`config.mk`:
```
export PLATFORM = sky130hd
export DESIGN_NAME = klv_set_deframer_flat
export DESIGN_NICKNAME = d
export VERILOG_FILES = /design/src/rtl/kds_pkg.sv /design/src/rtl/kds_in_if.sv /design/src/rtl/kds_out_if.sv /design/src/rtl/kds_queue.sv /design/src/rtl/kds_parser.sv /design/src/rtl/klv_set_deframer.sv /design/src/flat_wrapper.sv
export VERILOG_INCLUDE_DIRS = /design/src /design/src/rtl
export SDC_FILE = /design/constraint.sdc
export NUM_CORES = 1
export LEC_CHECK = 0
export ABC_AREA = 1
export BUFFER_PORTS_ARGS = -buffer_cell sky130_fd_sc_hd__buf_2
export CAP_MARGIN = 10
export CORE_MARGIN = 5
export CORE_UTILIZATION = 30
export CTS_CLUSTER_DIAMETER = 120
export DETAILED_ROUTE_END_ITERATION = 6
export PLACE_DENSITY = 0.54
export SETUP_SLACK_MARGIN = 0.5
export SLEW_MARGIN = 20
export SYNTH_ARGS = -nofsm -noshare
export SYNTH_HDL_FRONTEND = slang
export SYNTH_SLANG_ARGS = --single-unit
```
`constraint.sdc`:
```
create_clock -name clk -period 4.51 [get_ports clk]
set_clock_uncertainty 0.05 [all_clocks]
set_input_delay 0.2255 -clock clk [delete_from_list [all_inputs] [get_ports clk]]
set_output_delay 0.2255 -clock clk [all_outputs]
set_load 0.05 [all_outputs]
```
`src/rtl/assert_macros.svh`:
```
// assertion macros used by the deframer result queue
`ifndef ASSERT_MACROS_SVH
`define ASSERT_MACROS_SVH
`ifndef SYNTHESIS
`define KDS_ASSERT(label, clk_s, rst_s, prop, msg) \
	label: assert property (@(posedge clk_s) disable iff (!rst_s) prop) else $error(msg);
`define KDS_ASSERT_ALWAYS(label, clk_s, prop, msg) \
	label: assert property (@(posedge clk_s) prop) else $error(msg);
`else
`define KDS_ASSERT(label, clk_s, rst_s, prop, msg)
`define KDS_ASSERT_ALWAYS(label, clk_s, prop, msg)
`endif
`endif

```
`src/rtl/kds_pkg.sv`:
```
// types, constants and key tables of the klv set deframer
`timescale 1ns / 1ps
package kds_pkg;
	localparam int KEY_BYTES = 16;
	localparam int MAX_LENGTH_BYTES_DEF = 4;
	localparam int QUEUE_DEPTH = 4;
	localparam int CFG_REGS = 2;

	localparam logic [0:0] REG_VALIDATE = 1'b0;
	localparam logic [0:0] REG_KEY_MODE = 1'b1;

	localparam logic [7:0] SHORT_KEY_BYTE = 8'h30;
	localparam logic [7:0] LONG_FORM_LIMIT = 8'h80;

	typedef enum logic [1:0] {
		KIND_LOCAL = 2'd0,
		KIND_UNIVERSAL = 2'd1,
		KIND_SECURITY = 2'd2,
		KIND_ELEMENT = 2'd3
	} kind_t;

	typedef enum logic [2:0] {
		ST_OK = 3'd0,
		ST_CHECKSUM = 3'd1,
		ST_UNKNOWN_KEY = 3'd2,
		ST_LENGTH_FORM = 3'd3,
		ST_EMPTY = 3'd4
	} status_t;

	typedef struct packed {
		logic [7:0] data_byte;
		logic [1:0] set_kind;
		logic last_byte;
		logic [2:0] status;
	} result_t;

	// byte of a full key, set 0 local, 1 universal, 2 security universal
	function automatic logic [7:0] set_key_byte(input logic [1:0] set_idx,
		input logic [3:0] pos);
		logic [7:0] k0 [KEY_BYTES];
		logic [7:0] k1 [KEY_BYTES];
		logic [7:0] k2 [KEY_BYTES];
		k0 = '{8'h06, 8'h0E, 8'h2B, 8'h34, 8'h02, 8'h0B, 8'h01, 8'h01,
			8'h0E, 8'h01, 8'h03, 8'h01, 8'h01, 8'h00, 8'h00, 8'h00};
		k1 = '{8'h06, 8'h0E, 8'h2B, 8'h34, 8'h02, 8'h01, 8'h01, 8'h01,
			8'h0E, 8'h01, 8'h01, 8'h02, 8'h01, 8'h01, 8'h00, 8'h00};
		k2 = '{8'h06, 8'h0E, 8'h2B, 8'h34, 8'h02, 8'h01, 8'h01, 8'h01,
			8'h02, 8'h08, 8'h02, 8'h00, 8'h00, 8'h00, 8'h00, 8'h00};
		unique case (set_idx)
			2'd0: return k0[pos];
			2'd1: return k1[pos];
			default: return k2[pos];
		endcase
	endfunction
endpackage

```
`src/rtl/kds_in_if.sv`:
```
// input word channel: one stream byte per word
`timescale 1ns / 1ps
interface kds_in_if;
	logic valid;
	logic ready;
	logic [7:0] stream_byte;
	modport source (output valid, output stream_byte, input ready);
	modport sink (input valid, input stream_byte, output ready);
endinterface

```
`src/rtl/kds_out_if.sv`:
```
// output word channel: one deframed result per word
`timescale 1ns / 1ps
interface kds_out_if;
	logic valid;
	logic ready;
	logic [7:0] data_byte;
	logic [1:0] set_kind;
	logic last_byte;
	logic [2:0] status;
	modport source (output valid, output data_byte, output set_kind, output last_byte,
		output status, input ready);
	modport sink (input valid, input data_byte, input set_kind, input last_byte,
		input status, output ready);
endinterface

```
`src/rtl/kds_queue.sv`:
```
// result queue between the parser and the output channel
`timescale 1ns / 1ps
`include "assert_macros.svh"
module kds_queue (
	input logic clk,
	input logic arst_n,
	input logic push,
	input kds_pkg::result_t push_word,
	output logic full,
	output logic pop_valid,
	input logic pop_ready,
	output kds_pkg::result_t pop_word
);
	import kds_pkg::*;
	localparam int AW = $clog2(QUEUE_DEPTH);
	localparam int CW = $clog2(QUEUE_DEPTH + 1);

	result_t mem_q [QUEUE_DEPTH];
	logic [AW-1:0] wr_ptr_q;
	logic [AW-1:0] rd_ptr_q;
	logic [CW-1:0] count_q;
	logic pop;

	assign full = (count_q == CW'(QUEUE_DEPTH));
	assign pop_valid = (count_q != '0);
	assign pop = pop_valid && pop_ready;
	assign pop_word = mem_q[rd_ptr_q];

	always_ff @(posedge clk) begin
		if (push) begin
			mem_q[wr_ptr_q] <= push_word;
		end
	end

	always_ff @(posedge clk or negedge arst_n) begin
		if (!arst_n) begin
			wr_ptr_q <= '0;
			rd_ptr_q <= '0;
			count_q <= '0;
		end else begin
			if (push) begin
				wr_ptr_q <= wr_ptr_q + 1'b1;
			end
			if (pop) begin
				rd_ptr_q <= rd_ptr_q + 1'b1;
			end
			if (push && !pop) begin
				count_q <= count_q + 1'b1;
			end else if (pop && !push) begin
				count_q <= count_q - 1'b1;
			end
		end
	end

	`KDS_ASSERT(a_no_push_full, clk, arst_n, !(push && full && !pop), "push into full queue")
	`KDS_ASSERT(a_count_range, clk, arst_n, count_q <= CW'(QUEUE_DEPTH), "queue count overflow")
	`KDS_ASSERT(a_ptr_gap, clk, arst_n, (AW'(wr_ptr_q - rd_ptr_q) == AW'(count_q)), "pointer gap")
	`KDS_ASSERT_ALWAYS(a_reset_empty, clk, !arst_n |=> !pop_valid || arst_n, "not empty after reset")
endmodule

```
`src/rtl/kds_parser.sv`:
```
// key, length and payload parser with running checksum
`timescale 1ns / 1ps
module kds_parser #(
	parameter int MAX_LENGTH_BYTES = kds_pkg::MAX_LENGTH_BYTES_DEF
) (
	input logic clk,
	input logic arst_n,
	input logic accept,
	input logic [7:0] stream_byte,
	input logic validate_checksum,
	input logic key_mode,
	output logic res_valid,
	output kds_pkg::result_t res_word
);
	import kds_pkg::*;
	localparam int LW = $clog2(MAX_LENGTH_BYTES + 1);

	typedef enum logic [3:0] {
		PH_KEY = 4'b0001,
		PH_LEN_FLAG = 4'b0010,
		PH_LEN_BYTES = 4'b0100,
		PH_PAYLOAD = 4'b1000
	} phase_t;

	phase_t phase_q, phase_d;
	logic [3:0] pos_q, pos_d;
	logic [3:0] flags_q, flags_d;
	logic [LW-1:0] left_q, left_d;
	logic [31:0] rem_q, rem_d;
	logic [1:0] kind_q, kind_d;
	logic [15:0] sum_q, sum_d;
	logic par_q, par_d;
	logic [15:0] tail_q, tail_d;

	logic clr;
	logic [15:0] sum_b, tail_b, sum_add, tail_n;
	logic par_b;
	logic [3:0] flags_m;
	logic [31:0] rem_new, rem_dec;
	logic [LW-1:0] left_dec;

	always_comb begin
		clr = (phase_q == PH_KEY) && (pos_q == '0);
		sum_b = clr ? '0 : sum_q;
		tail_b = clr ? '0 : tail_q;
		par_b = clr ? 1'b0 : par_q;
		sum_add = sum_b + (par_b ? {8'h00, tail_b[15:8]} : {tail_b[15:8], 8'h00});
		tail_n = {tail_b[7:0], stream_byte};
		flags_m = clr ? 4'hF : flags_q;
		for (int k = 0; k < 3; k++) begin
			if (stream_byte != set_key_byte(2'(k), pos_q)) begin
				flags_m[k] = 1'b0;
			end
		end
		if (pos_q < 4'd4 && stream_byte != set_key_byte(2'd0, pos_q)) begin
			flags_m[3] = 1'b0;
		end
		rem_new = {rem_q[23:0], stream_byte};
		rem_dec = rem_q - 32'd1;
		left_dec = (left_q != '0) ? left_q - 1'b1 : left_q;

		phase_d = phase_q;
		pos_d = pos_q;
		flags_d = flags_q;
		left_d = left_q;
		rem_d = rem_q;
		kind_d = kind_q;
		sum_d = sum_q;
		par_d = par_q;
		tail_d = tail_q;
		res_valid = 1'b0;
		res_word = '0;

		unique case (phase_q)
			PH_KEY: begin
				sum_d = sum_b;
				par_d = par_b;
				tail_d = tail_b;
				flags_d = clr ? 4'hF : flags_q;
				if (key_mode) begin
					if (stream_byte != SHORT_KEY_BYTE) begin
						res_valid = 1'b1;
						res_word.status = ST_UNKNOWN_KEY;
						pos_d = '0;
						flags_d = 4'hF;
					end else begin
						tail_d = tail_n;
						kind_d = KIND_LOCAL;
						phase_d = PH_LEN_FLAG;
					end
				end else begin
					tail_d = tail_n;
					if (pos_q >= 4'd2) begin
						sum_d = sum_add;
						par_d = ~par_b;
					end
					flags_d = flags_m;
					if (pos_q == 4'(KEY_BYTES - 1)) begin
						pos_d = '0;
						flags_d = 4'hF;
						phase_d = PH_LEN_FLAG;
						priority if (flags_m[0]) begin
							kind_d = KIND_LOCAL;
						end else if (flags_m[1]) begin
							kind_d = KIND_UNIVERSAL;
						end else if (flags_m[2]) begin
							kind_d = KIND_SECURITY;
						end else if (flags_m[3]) begin
							kind_d = KIND_ELEMENT;
						end else begin
							phase_d = PH_KEY;
							res_valid = 1'b1;
							res_word.status = ST_UNKNOWN_KEY;
						end
					end else begin
						pos_d = pos_q + 1'b1;
					end
				end
			end
			PH_LEN_FLAG: begin
				sum_d = sum_add;
				par_d = ~par_q;
				tail_d = tail_n;
				if (stream_byte <= LONG_FORM_LIMIT) begin
					rem_d = {24'h0, stream_byte};
					if (stream_byte == 8'h00) begin
						res_valid = 1'b1;
						res_word.set_kind = kind_q;
						res_word.last_byte = 1'b1;
						res_word.status = ST_EMPTY;
						phase_d = PH_KEY;
						pos_d = '0;
						flags_d = 4'hF;
					end else begin
						phase_d = PH_PAYLOAD;
					end
				end else if (stream_byte[6:0] > 7'(MAX_LENGTH_BYTES)) begin
					res_valid = 1'b1;
					res_word.set_kind = kind_q;
					res_word.status = ST_LENGTH_FORM;
					phase_d = PH_KEY;
					pos_d = '0;
					flags_d = 4'hF;
				end else begin
					left_d = LW'(stream_byte[6:0]);
					rem_d = '0;
					phase_d = PH_LEN_BYTES;
				end
			end
			PH_LEN_BYTES: begin
				sum_d = sum_add;
				par_d = ~par_q;
				tail_d = tail_n;
				rem_d = rem_new;
				left_d = left_dec;
				if (left_dec == '0) begin
					if (rem_new == '0) begin
						res_valid = 1'b1;
						res_word.set_kind = kind_q;
						res_word.last_byte = 1'b1;
						res_word.status = ST_EMPTY;
						phase_d = PH_KEY;
						pos_d = '0;
						flags_d = 4'hF;
					end else begin
						phase_d = PH_PAYLOAD;
					end
				end
			end
			PH_PAYLOAD: begin
				sum_d = sum_add;
				par_d = ~par_q;
				tail_d = tail_n;
				rem_d = rem_dec;
				res_valid = 1'b1;
				res_word.data_byte = stream_byte;
				res_word.set_kind = kind_q;
				if (rem_dec == '0) begin
					res_word.last_byte = 1'b1;
					if (validate_checksum && !key_mode && kind_q == KIND_LOCAL
						&& sum_add != tail_n) begin
						res_word.status = ST_CHECKSUM;
					end
					phase_d = PH_KEY;
					pos_d = '0;
					flags_d = 4'hF;
				end
			end
			default: begin
				phase_d = PH_KEY;
				pos_d = '0;
				flags_d = 4'hF;
			end
		endcase
		res_valid = res_valid && accept;
	end

	always_ff @(posedge clk or negedge arst_n) begin
		if (!arst_n) begin
			phase_q <= PH_KEY;
			pos_q <= '0;
			flags_q <= 4'hF;
			left_q <= '0;
			rem_q <= '0;
			kind_q <= KIND_LOCAL;
			sum_q <= '0;
			par_q <= 1'b0;
			tail_q <= '0;
		end else if (accept) begin
			phase_q <= phase_d;
			pos_q <= pos_d;
			flags_q <= flags_d;
			left_q <= left_d;
			rem_q <= rem_d;
			kind_q <= kind_d;
			sum_q <= sum_d;
			par_q <= par_d;
			tail_q <= tail_d;
		end
	end
endmodule

```
`src/rtl/klv_set_deframer.sv`:
```
// top level of the klv set deframer
`timescale 1ns / 1ps
// klv set deframer: takes one stream byte per word and sustains one word per
// cycle. the parser (front) classifies each byte as key, length or payload
// combinationally and pushes any result into a four-word queue; the output
// channel (back) drains the queue, so input words keep flowing while results
// wait, and input ready drops only when the queue is full. key and length
// bytes give no result word; payload bytes give one each, the last flagged,
// plus error and empty-set words. configuration writes take effect at once
// and should be made while no set is in flight.
module klv_set_deframer #(
	parameter int MAX_LENGTH_BYTES = kds_pkg::MAX_LENGTH_BYTES_DEF
) (
	input logic clk,
	input logic arst_n,
	kds_in_if.sink stream,
	kds_out_if.source sets,
	input logic wr_en,
	input logic [0:0] wr_index,
	input logic [0:0] wr_data
);
	import kds_pkg::*;

	// configuration registers
	logic validate_q;
	logic key_mode_q;

	logic accept;
	logic full;
	logic res_valid;
	result_t res_word;
	result_t head_word;

	always_ff @(posedge clk or negedge arst_n) begin
		if (!arst_n) begin
			validate_q <= 1'b0;
			key_mode_q <= 1'b0;
		end else if (wr_en) begin
			unique case (wr_index)
				REG_VALIDATE: validate_q <= wr_data[0];
				REG_KEY_MODE: key_mode_q <= wr_data[0];
				default: ;
			endcase
		end
	end

	// input side stalls only on a full queue
	assign stream.ready = !full;
	assign accept = stream.valid && stream.ready;

	kds_parser #(
		.MAX_LENGTH_BYTES(MAX_LENGTH_BYTES)
	) u_parser (
		.clk(clk),
		.arst_n(arst_n),
		.accept(accept),
		.stream_byte(stream.stream_byte),
		.validate_checksum(validate_q),
		.key_mode(key_mode_q),
		.res_valid(res_valid),
		.res_word(res_word)
	);

	// result words drain to the output channel
	kds_queue u_queue (
		.clk(clk),
		.arst_n(arst_n),
		.push(res_valid),
		.push_word(res_word),
		.full(full),
		.pop_valid(sets.valid),
		.pop_ready(sets.ready),
		.pop_word(head_word)
	);

	assign sets.data_byte = head_word.data_byte;
	assign sets.set_kind = head_word.set_kind;
	assign sets.last_byte = head_word.last_byte;
	assign sets.status = head_word.status;
endmodule

```
`src/flat_wrapper.sv`:
```
// flat-port wrapper written by rule: the top's interface ports become plain ports
module klv_set_deframer_flat import kds_pkg::*;
#(
	parameter int MAX_LENGTH_BYTES = kds_pkg::MAX_LENGTH_BYTES_DEF
)
  (clk, arst_n, wr_en, wr_index, wr_data, stream_valid, stream_stream_byte, stream_ready, sets_valid, sets_data_byte, sets_set_kind, sets_last_byte, sets_status, sets_ready);
  kds_in_if stream_i ();
  kds_out_if sets_i ();
  input logic clk;
  input logic arst_n;
  input logic wr_en;
  input logic [0:0] wr_index;
  input logic [0:0] wr_data;
  input wire logic [$bits(stream_i.valid)-1:0] stream_valid;
  input wire logic [$bits(stream_i.stream_byte)-1:0] stream_stream_byte;
  output wire logic [$bits(stream_i.ready)-1:0] stream_ready;
  output wire logic [$bits(sets_i.valid)-1:0] sets_valid;
  output wire logic [$bits(sets_i.data_byte)-1:0] sets_data_byte;
  output wire logic [$bits(sets_i.set_kind)-1:0] sets_set_kind;
  output wire logic [$bits(sets_i.last_byte)-1:0] sets_last_byte;
  output wire logic [$bits(sets_i.status)-1:0] sets_status;
  input wire logic [$bits(sets_i.ready)-1:0] sets_ready;
  assign stream_i.valid = stream_valid;
  assign stream_i.stream_byte = stream_stream_byte;
  assign stream_ready = stream_i.ready;
  assign sets_valid = sets_i.valid;
  assign sets_data_byte = sets_i.data_byte;
  assign sets_set_kind = sets_i.set_kind;
  assign sets_last_byte = sets_i.last_byte;
  assign sets_status = sets_i.status;
  assign sets_i.ready = sets_ready;
  klv_set_deframer #(.MAX_LENGTH_BYTES(MAX_LENGTH_BYTES)) u_core (.clk(clk), .arst_n(arst_n), .stream(stream_i), .sets(sets_i), .wr_en(wr_en), .wr_index(wr_index), .wr_data(wr_data));
endmodule
```
# == Yosys cells after proc, flatten, opt, wreduce, memory -nomap -nowiden ==
# Memory sizes are Yosys's and may differ from the RTL's.
# Cells that the tools add are included.
# word_totals
ff_bits,91
mem_bits_rw,56
rom_bits,384
in_bits,15
out_inout_bits,16
word_cells,205
n_memories,4
# classes
add_sub_neg,8
magnitude_cmp,5
eq_ne,23
n_mux,109
bitwise,4
n_reduce_logical,38
# mem_list
name,words,width,rd,rd_ports_with_merged_regs,wr,line_no,text
(no name shown),16,8,1,0,0,kds_pkg.sv:52,default: return k2[pos];
(no name shown),16,8,1,0,0,kds_pkg.sv:50,2'd0: return k0[pos];
(no name shown),16,8,1,0,0,kds_pkg.sv:51,2'd1: return k1[pos];
u_core.u_queue.mem_q,4,14,1,0,1,kds_queue.sv:18,result_t mem_q [QUEUE_DEPTH];
# op_table
operator,count
16-bit 2-to-1 mux,7
4-bit 2-to-1 mux,28
32-bit one-hot mux with 3 select lines,1
32-bit zero test,2
32-bit 2-to-1 mux,2
16-bit one-hot mux with 2 select lines,2
8-bit 2-to-1 mux,7
4-bit one-hot mux with 4 select lines,3
2-bit 2-to-1 mux,20
32-bit by 1-bit subtractor with 32-bit output (second input constant),1
3-bit 2-to-1 mux,8
8-bit != test,3
1-bit 2-to-1 mux,23
6-bit 2-to-1 mux,3
16-bit adder,1
16-bit != test,1
3-bit != test (second input constant),5
2-bit != test (second input constant),6
3-bit one-hot mux with 4 select lines,1
1-bit logical AND,10
5-bit AND reduction,2
3-bit one-hot mux with 3 select lines,1
3-bit nonzero test,3
4-bit equality test (second input constant),2
33 further kinds,45

# == Depth between registers and ports, before layout ==
# Gate-level depths: netlist (run 1).
# depth
word_depth,19
depth_mapped,29
ltp_nobuf,27

# == By module ==
# A second synthesis (run 1) with hierarchy kept.
# unflattened
hier_cells,1427
hier_area_um2,10202.3
# modules_own_cells
module,n_inst,cells_per_inst,area_per_inst_um2,seq_area_each_um2
kds_parser,1,1194,7382.1,2058.2
kds_queue,1,219,2722.6,1856.8
klv_set_deframer,1,14,97.6,50.0

# == Least setup slack after synthesis (run 1) ==
# Ideal clock, no wire load.
# synth_path
kind,reg-to-reg
startpoint,register u_core.u_parser.pos_q[1]
endpoint,"memory u_core.u_queue.mem_q[0][0] in the netlist's numbering, data pin"
setup_time_ns,0.267
arrival_time_ns,3.308
required_ns,4.193
slack_ns,0.886
path_stages_with_launch,24
period_less_slack_ns,3.624
path_cell_list,dfrtp_1 inv_1 ha_1 nand2_1 nor2_4 buf_2 buf_2 nor2_1 inv_1 nor2_1 ha_1 a21oi_1 nand2_1 a21oi_1 o21ai_0 or2_2 nand2_1 inv_1 nand2_1 nand3_1 nor2_1 nand2_1 nand2_1 nand2_1
# synth_lines
item,line_no,text
start: declaration,kds_parser.sv:26,"logic [3:0] pos_q, pos_d;"
start signal: assignment,kds_parser.sv:211,pos_q <= pos_d;
end: declaration,kds_queue.sv:18,

==> reports/summary.md, run 1 <==
The flow ran to the end, and the final reports show no timing, DRC or antenna violations. Dividing the detail-routed via count by the number of cells gives 4.96. The internal power was 4.05 mW. In the global route stage, overall resource usage came out at 16.1%.

After synthesis the netlist holds a flip-flop and latch count of 147. TritonCTS built the clock tree. The detailed router finished its first iteration with 691 violations. The run gives 0 as the remaining number of nets flagged by the antenna check after routing. Of all nets on the critical path, the largest fanout is 12. After detailed routing, the total wire length is 30,400 um. The Yosys step of the flow raised 0 warnings. The via count of the first global-routing pass is 8,966. Once layout is done, the placed cells without fillers occupy 0.0115 mm^2.

The first detailed-routing pass ran for 5 iterations. Sorting the synthesized cells by area gives the leading types as dfrtp_1, edfxtp_1, nand2_1, nor2_1, inv_1. The power density over the cells works out to 719 mW/mm^2. The run gives 0 as the final routed DRC violation total.

At the later pin of the worst-skew pair, clock insertion delay measures 0.44 ns. In this run the tightest slew margin relative to its limit is 37.8%. The net count after synthesis is 1,460. Port buffering added 30 buffers. Net switching is 51.0% of the power. The cell count of the worst hold path was 3.

The height of the die is 194 um. Of the cells placed in the final design, the portion with a size suffix greater than 1 is 10.2%. The tree is rooted in a clkbuf_16. Final sum of negative setup slack: 0 ns.

The share of the Yosys chip area taken by registers is 39.2%. The H-tree generated during clock tree synthesis spans 4 levels. After the last flow step, the layout net total stands at 1,491. Endpoint type of the worst setup path: a flop.

The clock network power share is 17.9%, and the number of failing hold endpoints at the final stage is 0. The most common cell in the synthesized netlist is nand2_1. In this run, synthesis inferred 56 flip-flops with an integrated enable. For the worst setup path, the data required time is 4.62 ns. The logs give 0.0334 mm^2 for the area of the placeable core and 17 for the number of buffers inserted during clock tree synthesis. Combinational fraction of design power: 56.2%. The tools report the global route total overflow as 0. The area share of the leading cell type in the synthesized netlist was 21.3%; the share of the clock period used by the worst path after layout was 81.6%.

For the worst setup path, the data arrival time is 3.79 ns. For the pin with the worst max-slew slack, the measured transition is 0.933 ns. The run gives 0.0108 mm^2 as the area after detailed placement.

Routability-driven placement finished with a final weighted congestion of 0.967. The floorplan has 67 rows. The clock period could shrink to 3.68 ns.

The longest clock path from root to sink contains 2 buffers. Setup repair after global routing left no endpoint under its margin. Clock tree synthesis found a total of 147 sinks.

The logs give 22,100 um for the total half-perimeter wirelength after legalization and detailed placement and 0 for the max capacitance violation total. Counting every instance in the synthesized netlist gives 1,411. The path class of the tightest hold or removal check is in -> reg. The tools report the number of antenna diodes as 0. Setup violations remaining at the end of the flow were counted as 0.

The I/O pin count is 31, and the number of different library cells in the post-synthesis netlist is 48. Entering global routing, the biggest net connects 70 pins. The CTS clock-pin slew for the worst setup and hold paths was 0.07 ns; the part of the total power dissipated in sequential elements was 25.9%. From left edge to right edge, the die measures 194 um.

The run gives 0.272 GHz as the maximum operating frequency. The average wire length per cell after detail routing was 16.0 um; the static leakage power was 5.31 nW. The post-synthesis area per instance came out at 7.18 um^2.

The detailed router placed 9,436 vias in this run. The run gives 30.3% as the initial core utilization. The most instantiated flip-flop cell in the synthesis netlist is dfrtp_1. Wire length of the first global-routing pass: 49,000 um. The synthesized netlist occupies a cell area of 0.0101 mm^2. The worst setup path is launched from a flop.

Summed over all nets, the switching power comes to 4.22 mW. The class of the most critical setup path was reg -> reg. The run gives 0 as the max-slew violation count. By count the netlist is led by nand2_1, nor2_1, inv_1. The worst voltage drop across the vdd grid was 0.297 mV; the path depth of the worst reg2reg path was 20. From synthesis to final layout, the design area changed by 13.6%. For this run, asynchronously set or reset flops after synthesis account for 61.9%.

The logs give 0.0375 mm^2 for the area enclosed by the die boundary and 0 for the initial antenna violation count. dfrtp_1 takes more of the synthesized area than any other cell.
[cell usage in the layout (no fill, tap or decap), types with 10 or more instances in the layout]
master       n
buf_4       19
nor2_1     214
inv_1      182
inv_2       10
ha_1        31
nand4_1     24
xor2_1      28
nor3_1      15
nor2_2      12
edfxtp_1    56
nand2_2     11
clkbuf_16   18
nand2_1    310
buf_2       29
a21oi_1     69
dfrtp_1     84
o21ai_0     93
o22ai_1     37
nand3_1     96
a22oi_1     17
[area by class of cell]
class                      count  area [um^2]
clock buffer                  20          478
tap                          448          561
multi-input combinational   1029         5280
timing repair buffer          55          359
sequential                   147         3970
clock inverter                12          138
fill                        3553        21900
inverter                     192          721
[cell families after synthesis]
logic type                 synth area share (%)
xor gates and xnor gates                   3.02
and+or+nand+nor                            30.4
adders and majority gates                  4.35
DFF                                        39.2
AOI/OAI and AO/OA                          14.0
buffers and inverters                      9.13
[critical path: stages (launching register included)]
cell and delay, ns:
dfrtp_2 0.44, inv_1 0.15, ha_2 0.26, nand2_2 0.11, nor2_4 0.18, buf_4 0.22
nor2_1 0.08, ha_1 0.34, a21oi_1 0.19, nand2_2 0.11, a21oi_1 0.20, o21ai_1 0.12
or2_2 0.28, nand2_1 0.08, inv_1 0.06, nand2_1 0.05, nand3_1 0.07, nor2_1 0.11
nand2_1 0.10, nand2_1 0.09, nand2_1 0.10
[power by group through the flow]
| stage | logic [mW] | registers (mW) | clock network, mW |
|---|---|---|---|
| 6_report | 4.65 | 2.14 | 1.48 |
| 5_1_grt | 5.23 | 2.19 | 1.58 |
| 4_1_cts | 4.57 | 2.14 | 1.51 |
| 3_5_place_dp | 4.55 | 2.16 | 0 |
| 3_3_place_gp | 4.56 | 2.16 | 0 |
| 2_1_floorplan | 3.52 | 2.00 | 0 |
[final timing paths]
kind / startpoint / end / slack [ns]
max: u_core.u_parser.pos_q[1]$_DFFE_PN0P_ / u_core.u_queue.mem_q[0][0]$_DFFE_PP_ / 0.83
min: stream_stream_byte[6] / u_core.u_parser.tail_q[6]$_DFFE_PN0P_ / 0.19
max reg2reg: u_core.u_parser.pos_q[1]$_DFFE_PN0P_ / u_core.u_queue.mem_q[0][0]$_DFFE_PP_ / 0.83
min reg2reg: u_core.u_parser.flags_q[0]$_DFFE_PN1P_ / u_core.u_parser.flags_q[0]$_DFFE_PN1P_ / 0.41
max in group asynchronous: arst_n / u_core.u_parser.rem_q[3]$_DFFE_PN0P_ / 3.30
min in group asynchronous: arst_n / u_core.u_queue.rd_ptr_q[0]$_DFFE_PN0P_ / 0.33
[layer usage]
layer | track usage (%) | wire [um] | vias up
met5 | 0 | 0 | -
met4 | 4.04 | 478 | 0
met3 | 2.43 | 1220 | 34
met2 | 26.6 | 14300 | 216
met1 | 22.2 | 14500 | 4485
li1 | - | - | 4701
[stage by stage]
step | hold slack (ns) | setup WS, ns | total power [mW] | std cells | utilization, %
2_1_floorplan | -0.120 | 0.886 | 5.53 | 1411 | -
6_report | 0.195 | 0.830 | 8.27 | 1903 | 34.4
5_1_grt | 0.208 | 0.498 | 9.00 | 1903 | 34.4
4_1_cts | 0.184 | 0.507 | 8.22 | 1897 | 34.2
3_5_place_dp | 0.404 | 0.534 | 6.71 | 1859 | 32.1
3_3_place_gp | 0.401 | 0.669 | 6.72 | 1859 | 32.1
[registers in the layout, summed over array words and instances, names as in the netlist, 3 cells and up]
signal                   count
u_core.u_queue.mem_q        56
u_core.u_parser.rem_q       32
u_core.u_parser.sum_q       16
u_core.u_parser.tail_q      16
u_core.u_parser.flags_q      4
u_core.u_parser.phase_q      4
u_core.u_parser.pos_q        4
u_core.u_parser.left_q       3
u_core.u_queue.count_q       3
[repair_timing]
item	CTS	global route
endpoints found under the setup margin	0	6
endpoints found under the hold margin	66	0
resized for setup	0	13
hold buffers	6	0
setup buffers	0	5
(Power assumes the default switching activity.)
==> inputs of run 2 (changes only) <==
--- a/config.mk
+++ b/config.mk
@@ -6,7 +6,7 @@
 export SDC_FILE = /design/constraint.sdc
 export NUM_CORES = 1
 export LEC_CHECK = 0
-export ABC_AREA = 1
+export ABC_AREA = 0
 export BUFFER_PORTS_ARGS = -buffer_cell sky130_fd_sc_hd__buf_2
 export CAP_MARGIN = 10
 export CORE_MARGIN = 5
==> constraint.sdc (replaced) <==
create_clock -name clk -period 3.8 [get_ports clk]
set_clock_uncertainty 0.05 [all_clocks]
set_input_delay 0.19 -clock clk [delete_from_list [all_inputs] [get_ports clk]]
set_output_delay 0.19 -clock clk [all_outputs]
set_load 0.05 [all_outputs]
==> run 2 against run 1 <==
Net effect: cell count decreased by 17%; critical path depth decreased by 6; synthesized cell count decreased by 28%; utilization increased by 5.9 points; global-route usage increased by 0.38 points; first-iteration DRC count decreased by 8.0%; design area increased by 11%; register-to-register slack got worse by 0.73 ns; largest cell class unchanged.
==> reports/summary.md, run 2 <==
The hold-critical path endpoint is u_core.u_queue.rd_ptr_q[1]$_DFFE_PN0P_. The number of failing hold endpoints at the final stage is 0 (unchanged). The area of the placeable core came out at 0.0317 mm^2 (-5.2%). Setup repair after global routing could not meet its margin everywhere. The number of clock sinks seen by CTS was 147 (unchanged). Port buffer count: 30 (unchanged). The tools report the endpoint type of the worst setup path as a flop. The I/O pin count was 31 (unchanged); the compound-gate portion of the synthesized area was 19.6% (+5.7 points).

The tools report the initial antenna violation count as 0 (unchanged). The tools report the number of buffers inserted during clock tree synthesis as 17 (unchanged). For the global route total overflow, the log shows 0 (unchanged). The final weighted congestion of routability-driven global placement came out at 0.901 (-6.8%).

Among all flip-flop cells after synthesis, the most frequent one is dfrtp_1. The largest fanout of any net on the critical path was 8 (-4); the ratio of routed vias to standard cells was 5.46 (+10%). The initial core utilization was 30.5% (+0.23 points); the path depth of the worst reg2reg path was 14 (-30%). Post-synthesis async set-or-reset flop share: 61.9% (unchanged). The logs give 0.0112 mm^2 (+4.1%) for the area after detailed placement and 0 (unchanged) for the number of setup violations in the final report. For the count of nets after finishing, the log shows 1,208 (-19%). Clock tree synthesis selected as its root buffer the cell clkbuf_16.

The multiplexer fraction of the synthesized cell area works out to 5.96% (+6.0 points). The beginning of the worst register-to-register path is u_core.u_parser.phase_q[0]$_DFFE_PN1P_. The relative slew slack came out at 34.4% (-3.5 points).

The cell count of the worst hold path works out to 3 (unchanged). The startpoint identified for the worst hold timing path is sets_ready. The via count of the first global-routing pass was 8,548 (-4.7%); the remaining number of nets flagged by the antenna check after routing was 0 (unchanged). For the final routed DRC violation total, the log shows 0 (unchanged).

The fraction of layout cells with a size suffix above 1 works out to 31.3% (+21 points). The type of origin of the critical path was a flop. The min-delay analysis places its worst path in the category in -> reg.

The adder-cell share of the synthesized area was 4.55% (+0.20 points). After synthesis, the largest family of logic cells by area is simple AND/OR/NAND/NOR gates. The clock latency reported for the late side of the worst-skew pair is 0.42 ns (-0.02 ns), and the die boundary width is 190 um (-2.1%). Final cell area excluding filler cells: 0.0128 mm^2 (+11%).

Cell taking the most area after synthesis: dfrtp_1. Tracing the worst setup path back leads to its startpoint at u_core.u_parser.phase_q[0]$_DFFE_PN1P_. u_core.u_queue.mem_q holds more flip-flops than any other register. The worst voltage drop across the vdd grid came out at 0.345 mV (+16%). The flow ran to the end, and the final reports show no timing, DRC or antenna violations. The register area share after synthesis came out at 41.0% (+1.8 points).

Slew at the pin with the worst max-slew slack: 0.985 ns (+0.0518 ns). TritonCTS built the clock tree. The average wire length per cell after detail routing works out to 18.9 um (+18%).

The net count after synthesis was 1,069 (-27%); the number of register bits inferred by synthesis was 147 (unchanged). The maximum operating frequency was 0.270 GHz (-0.50%). The largest registers in the layout are u_core.u_queue.mem_q (56), u_core.u_parser.rem_q (32).

Leaving out fill and tap cells, the most frequent cells in the layout are buf_4, nor2_1, o21ai_0. The xor and xnor area share after synthesis came out at 3.88% (+0.87 points). The power density over the cells was 683 mW/mm^2 (-5.0%). The logs give 0 (unchanged) for the max-slew violation count and 0 (unchanged) for the max capacitance violation total. The share of the clock period used by the worst path after layout works out to 97.3% (+16 points). The data required time of the worst path was 4.00 ns (-0.62 ns); the static leakage power was 5.19 nW (-2.3%).

The tools report the worst path arrival time as 3.90 ns (+0.11 ns). The basic-gate share of the synthesized area counting and, or, nand and nor cells works out to 21.0% (-9.4 points). Pin count of the biggest net entering global routing: 65 (-7.1%). For the yosys synthesis warning count, the log shows 0 (unchanged). Sorting the synthesized cells by how often they occur yields nor2_1, o21ai_0, dfrtp_1. The summed instance area of the synthesized netlist was 0.00967 mm^2 (-4.5%). The height of the die came out at 190 um (-2.1%). The CTS clock-pin slew for the worst setup and hold paths works out to 0.06 ns (about the same). The area share of the leading cell type in the synthesized netlist works out to 22.2% (+0.99 points).

The most common cell after layout, fill and taps aside is buf_4. The detailed-route via count was 8,598 (-8.9%). Number of detailed-routing iterations run before antenna repair: 5 (unchanged). Yosys attributes the largest share of cell area to dfrtp_1, edfxtp_1, o21ai_0, ha_1, nor2_1. The post-synthesis area per instance works out to 9.48 um^2 (+32%). The number of antenna diodes is 0 (unchanged). The total wire length was 29,800 um (-2.0%); the number of flip-flops under the largest register name was 56 (unchanged). The number of enable-type register cells in the synthesized netlist is 56 (unchanged), and the total half-perimeter wirelength after legalization and detailed placement is 20,700 um (-6.2%).

The class of the most critical setup path is reg -> reg. The logs give 0.10 ns (-0.73 ns) for the register-to-register setup slack and 8.73 mW (+5.5%) for the power after layout. Wire length of the first global-routing pass: 47,300 um (-3.5%).

The time the worst path needs with I/O delays and setup was 3.70 ns (+0.0186 ns). The maximum buffer depth of the clock tree came out at 2 (unchanged). The run gives 636 (-8.0%) as the DRC marker count from the first detailed-route iteration. The tools report the post-synthesis cell count as 1,020 (-28%). For the number of H-tree levels, the log shows 4 (unchanged). The tools report the reg-to-reg endpoint as u_core.u_queue.mem_q[3][0]$_DFFE_PP_.

The global routing usage summed across all routing layers was 16.5% (+0.38 points). The count of standard-cell rows was 65 (-3.0%). Number of different library cells in the post-synthesis netlist: 83 (+73%).

The area added between synthesis and finish works out to 32.1%. For the area enclosed by the die boundary, the log shows 0.0359 mm^2 (-4.2%).
run 2: cell families (layout without fill, tap and decap cells):
| family | count (synthesis) | after routing |
|---|---|---|
| compound gates | 291 | 291 |
| simple gates | 373 | 374 |
| buf+inv | 99 | 250 |
| mux | 38 | 38 |
| flops | 147 | 147 |
| fa+ha+maj | 34 | 34 |
| xor+xnor | 38 | 38 |
run 2: worst max-delay path, cell delays in order (launching register included):
cell and delay, ns:
dfstp_2 0.53, nor4b_4 0.19, buf_6 0.17, nand3_4 0.17
buf_6 0.18, and2_4 0.15, ha_4 0.29, o21ai_4 0.06
o211ai_1 0.35, a31oi_2 0.20, or3_4 0.36, and2_4 0.18
and4_1 0.17, o2111a_1 0.26, a21oi_2 0.21
run 2: worst max-delay path by stage:
stage,end,slack (ns),cells after the start
after CTS,u_core.u_queue.mem_q[1][0]$_DFFE_PP_,0.13,15
after global routing,u_core.u_queue.mem_q[0][0]$_DFFE_PP_,-0.09,16
after global placement,u_core.u_queue.mem_q[0][0]$_DFFE_PP_,0.01,13
after floorplan,u_core.u_queue.mem_q[0][0]$_DFFE_PP_,0.10,15
after detailed placement,u_core.u_queue.mem_q[1][0]$_DFFE_PP_,0.009,13
final,u_core.u_queue.mem_q[3][0]$_DFFE_PP_,0.10,14
run 2: cell type report:
class / instances / area, um^2
clock buffer: 17 / 425
timing repair buffer: 184 / 1500
multi-input combinational: 775 / 6070
inverter: 34 / 135
fill: 3115 / 18900
tap: 402 / 503
sequential: 147 / 3970
clock inverter: 15 / 180
run 2: routing by layer:
layer  GRT usage (%)  share of wire [%]
met1            23.1                 47
met2            26.7                 47
met3            2.40                4.1
met4            4.37                1.5
met5               0                  0
run 2: report_power, final:
group	switching (mW)	internal, mW
Combinational	2.51	2.09
Clock	0.707	1.04
Sequential	0.399	1.98
Total	3.62	5.11
run 2: timing repair:
action                                  4_1_cts  5_1_grt
pin swaps                                    29       24
hold buffers                                  2        0
buffers inserted                             32       10
hold endpoints to repair                     48        0
cloned                                        5        0
gates resized for setup                      70       46
endpoints found under the setup margin       75       83
run 2: stage by stage:
step | TNS [ns] | worst slack, ns | util (%) | cells | hold slack [ns]
final | 0 | 0.101 | 40.3 | 1574 | 0.0308
after global routing | -0.374 | -0.0940 | 40.3 | 1574 | 0.0469
after CTS | 0 | 0.129 | 39.3 | 1564 | 0.00665
after detailed placement | 0 | 0.00864 | 35.3 | 1493 | 0.261
after global placement | 0 | 0.0142 | 35.3 | 1493 | 0.255
after floorplan | 0 | 0.100 | - | 1020 | -0.156
==> inputs of run 3 (changes only) <==
--- a/config.mk
+++ b/config.mk
@@ -13,7 +13,7 @@
 export CORE_UTILIZATION = 30
 export CTS_CLUSTER_DIAMETER = 120
 export DETAILED_ROUTE_END_ITERATION = 6
-export PLACE_DENSITY = 0.54
+export PLACE_DENSITY = 0.56
 export SETUP_SLACK_MARGIN = 0.5
 export SLEW_MARGIN = 20
 export SYNTH_ARGS = -nofsm -noshare
==> constraint.sdc (replaced) <==
create_clock -name clk -period 3.15 [get_ports clk]
set_clock_uncertainty 0.05 [all_clocks]
set_input_delay 0.1575 -clock clk [delete_from_list [all_inputs] [get_ports clk]]
set_output_delay 0.1575 -clock clk [all_outputs]
set_load 0.05 [all_outputs]
==> run 3 against run 2 <==
Net effect: highest routed layer unchanged; register-to-register slack worse by 0.64 ns; cell count up 7.6%; worst setup slack worse by 0.64 ns; first-iteration DRC count up 32%; the run now ends with negative setup slack left.
==> reports/summary.md, run 3 (synthesis results as in run 2) <==
In this run the most used layer during global routing was met2. The number of H-tree levels was 4 (unchanged); the relative slew slack was 35.6% (+1.2 points). The tools report the initial core utilization as 30.5% (unchanged).

The buffer type at the clock tree root was clkbuf_16. The logs give 0 (unchanged) for the global route total overflow and 31 (unchanged) for the I/O pin count. The number of flip-flops under the largest register name was 56 (unchanged); the data required time of the worst path was 3.26 ns (-0.74 ns). The worst path arrival time is 3.79 ns (-0.11 ns), and the CTS clock-pin slew for the worst setup and hold paths is 0.07 ns (about the same). The run gives 0.0317 mm^2 (unchanged) as the area of the placeable core. The largest fanout of any net on the critical path came out at 7 (-1).

The part of the total power dissipated in sequential elements is 24.3% (-3.0 points). For the net switching component of the power, the log shows 4.77 mW (+32%). The remaining number of nets flagged by the antenna check after routing is 0 (unchanged), and the time the worst path needs with I/O delays and setup is 3.68 ns (-0.0142 ns). The wire length of the first global-routing pass was 50,900 um (+7.6%); the total wire length was 32,300 um (+8.3%). TritonCTS built the clock tree. The final weighted congestion of routability-driven global placement is 0.894 (-0.85%). The count of standard-cell rows came out at 65 (unchanged). The run gives 840 (+32%) as the DRC marker count from the first detailed-route iteration.

Setup repair after global routing could not meet its margin everywhere. The area enclosed by the die boundary came out at 0.0359 mm^2 (unchanged). The standard cell with the maximum stage delay on the critical path was dfstp_2. The tools report the area after detailed placement as 0.0121 mm^2 (+8.2%). The port buffer count is 30 (unchanged). For the number of clock sinks seen by CTS, the log shows 147 (unchanged).

The height of the die came out at 190 um (unchanged). The share of the clock period used by the worst path after layout was 117% (+20 points); the detailed-route via count was 9,269 (+7.8%). The tools report the maximum operating frequency as 0.271 GHz (+0.39%). The final sum of negative setup slack is -9.52 ns (-9.52 ns).

For the clock latency reported for the late side of the worst-skew pair, the log shows 0.43 ns (about the same). The tools report the number of buffers inserted during clock tree synthesis as 17 (unchanged). The checks that failed: negative setup slack. The power density over the cells was 820 mW/mm^2 (+20%). The area added between synthesis and finish came out at 44.6%.

The type of origin of the critical path is a flop. Most common cell after layout, fill and taps aside: buf_4. The slew at the pin with the worst max-slew slack works out to 0.956 ns (-0.0281 ns). Routing usage on met1: 24.6% (+1.4 points).

The tools report the area occupied by registers as 0.00397 mm^2 (about the same). The signal on the critical path passes through nor4b_4 > buf_4 > nand3_4 > buf_6 > and3_4 > ha_4 > a21oi_4 > o211ai_1 > buf_4 > a2111oi_4 > a211o_1 > mux2i_1 > a311oi_2 > o2111a_1 > a21oi_2. The total half-perimeter wirelength after legalization and detailed placement is 22,300 um (+7.7%).

The internal power was 6.70 mW (+31%). The clock network power share was 19.2% (-0.8 points); the count of nets after finishing was 1,328 (+9.9%). The die boundary width came out at 190 um (unchanged). The worst setup path is captured at a flop. The run gives 28.5% (+1.8 points) as the global routing met2 resource utilization. Ranked by flip-flop count, first place goes to u_core.u_queue.mem_q.

Number of setup violations in the final report: 84 (+84). The maximum buffer depth of the clock tree is 2 (unchanged), and the pin count of the biggest net entering global routing is 53 (-18%). The number of filler instances in the final layout is 2,977 (-4.4%). For the worst slack on hold paths, the log shows 0.0230 ns (-0.00781 ns).

The cell occurring most often along the worst timing path is buf_4. For the static leakage power, the log shows 5.82 nW (+12%). The average wire length per cell after detail routing was 19.1 um (+0.62%); the final routed DRC violation total was 0 (unchanged).

The max capacitance violation total is 0 (unchanged). The critical path is of the reg -> reg type. The combinational fraction of design power is 56.5% (+3.8 points), and the number of failing hold endpoints at the final stage is 0 (unchanged).

The initial antenna violation count is 0 (unchanged). The run finished, with violations left. The switching share of power was 41.6% (+0.14 points); the worst setup margin was -0.534 ns (-0.636 ns).

The ratio of routed vias to standard cells was 5.47 (+0.17%); the final cell area excluding filler cells was 0.0140 mm^2 (+9.5%). In the layout the commonest cells are buf_4, nor2_1, dfrtp_1. The logs give 0 (unchanged) for the number of antenna diodes and 0 (unchanged) for the max-slew violation count. The largest registers in the layout are u_core.u_queue.mem_q (56), u_core.u_parser.rem_q (32). In this run the worst hold path is classified as in -> reg. The fraction of layout cells with a size suffix above 1 works out to 40.0% (+8.7 points). The number of detailed-routing iterations run before antenna repair is 5 (unchanged), and the peak per-stage delay on the critical path is 0.53 ns (about the same). The via count of the first global-routing pass was 9,197 (+7.6%). The global routing usage summed across all routing layers came out at 17.7% (+1.2 points). The met3 demand-to-capacity share in global routing came out at 2.64% (+0.24 points). For the worst voltage drop across the vdd grid, the log shows 0.493 mV (+43%). The run gives 0.00636 mm^2 (+4.8%) as the area occupied by multi-input gates.
## run 3: critical path, delay by kind of cell, from the launching register on
kind | cells | cell delay, ns
mux | 1 | 0.10
fa+ha+maj | 1 | 0.27
compound gates | 7 | 1.42
simple gates | 3 | 0.49
buf+inv | 3 | 0.55
flops | 1 | 0.53
## run 3: final timing paths
path / from / to / slack [ns] / depth (start not counted)
worst max register to register: u_core.u_parser.phase_q[0]$_DFFE_PN1P_ / u_core.u_queue.mem_q[2][0]$_DFFE_PP_ / -0.53 / 15
worst max-delay path: u_core.u_parser.phase_q[0]$_DFFE_PN1P_ / u_core.u_queue.mem_q[2][0]$_DFFE_PP_ / -0.53 / 15
max in group asynchronous: arst_n / u_core.u_parser.phase_q[0]$_DFFE_PN1P_ / 2.00 / 3
worst min-delay path: wr_index / u_core.key_mode_q$_DFFE_PN0P_ / 0.02 / 3
worst min register to register: u_core.u_queue.count_q[2]$_DFFE_PN0P_ / u_core.u_queue.count_q[2]$_DFFE_PN0P_ / 0.43 / 1
min in group asynchronous: arst_n / u_core.u_parser.pos_q[0]$_DFFE_PN0P_ / 0.30 / 2
## run 3: area by class of cell
| class | count | share of cell area (%) |
|---|---|---|
| Clock inverter | 15 | 1.53 |
| Timing Repair Buffer | 301 | 17.1 |
| Tap cell | 402 | 3.60 |
| Inverter | 34 | 0.984 |
| Multi-Input combinational cell | 778 | 45.4 |
| Sequential cell | 147 | 28.3 |
| Clock buffer | 17 | 3.04 |
## run 3: stage by stage
stage | std cells | utilization [%] | worst slack, ns | power [mW]
floorplan | 1020 | - | -0.550 | 6.28
global placement | 1609 | 38.2 | -0.579 | 8.27
detailed placement | 1609 | 38.2 | -0.662 | 8.32
CTS | 1679 | 42.9 | -0.532 | 11.1
global route | 1694 | 44.1 | -0.654 | 12.1
finish | 1694 | 44.1 | -0.534 | 11.5
## run 3: layer usage
layer,wire [um],vias to the layer above
met1,14800,4615
li1,-,4366
met4,677,0
met2,15300,242
met5,0,-
met3,1560,46
## run 3: power by group through the flow
| stage | Clock, mW | Combinational, mW | Sequential (mW) |
|---|---|---|---|
| detailed placement | 0 | 5.52 | 2.80 |
| floorplan | 0 | 3.64 | 2.64 |
| global placement | 0 | 5.48 | 2.79 |
| finish | 2.20 | 6.49 | 2.79 |
| CTS | 2.24 | 6.11 | 2.78 |
| global route | 2.31 | 6.98 | 2.84 |
## run 3: repair_timing
item                                    CTS  global route
gates resized for setup                 108            58
pin swaps                                54            47
endpoints found under the setup margin  100           137
endpoints found under the hold margin    50             0
buffers inserted                         28            15
cloned                                    6             0
hold buffers                              4             0
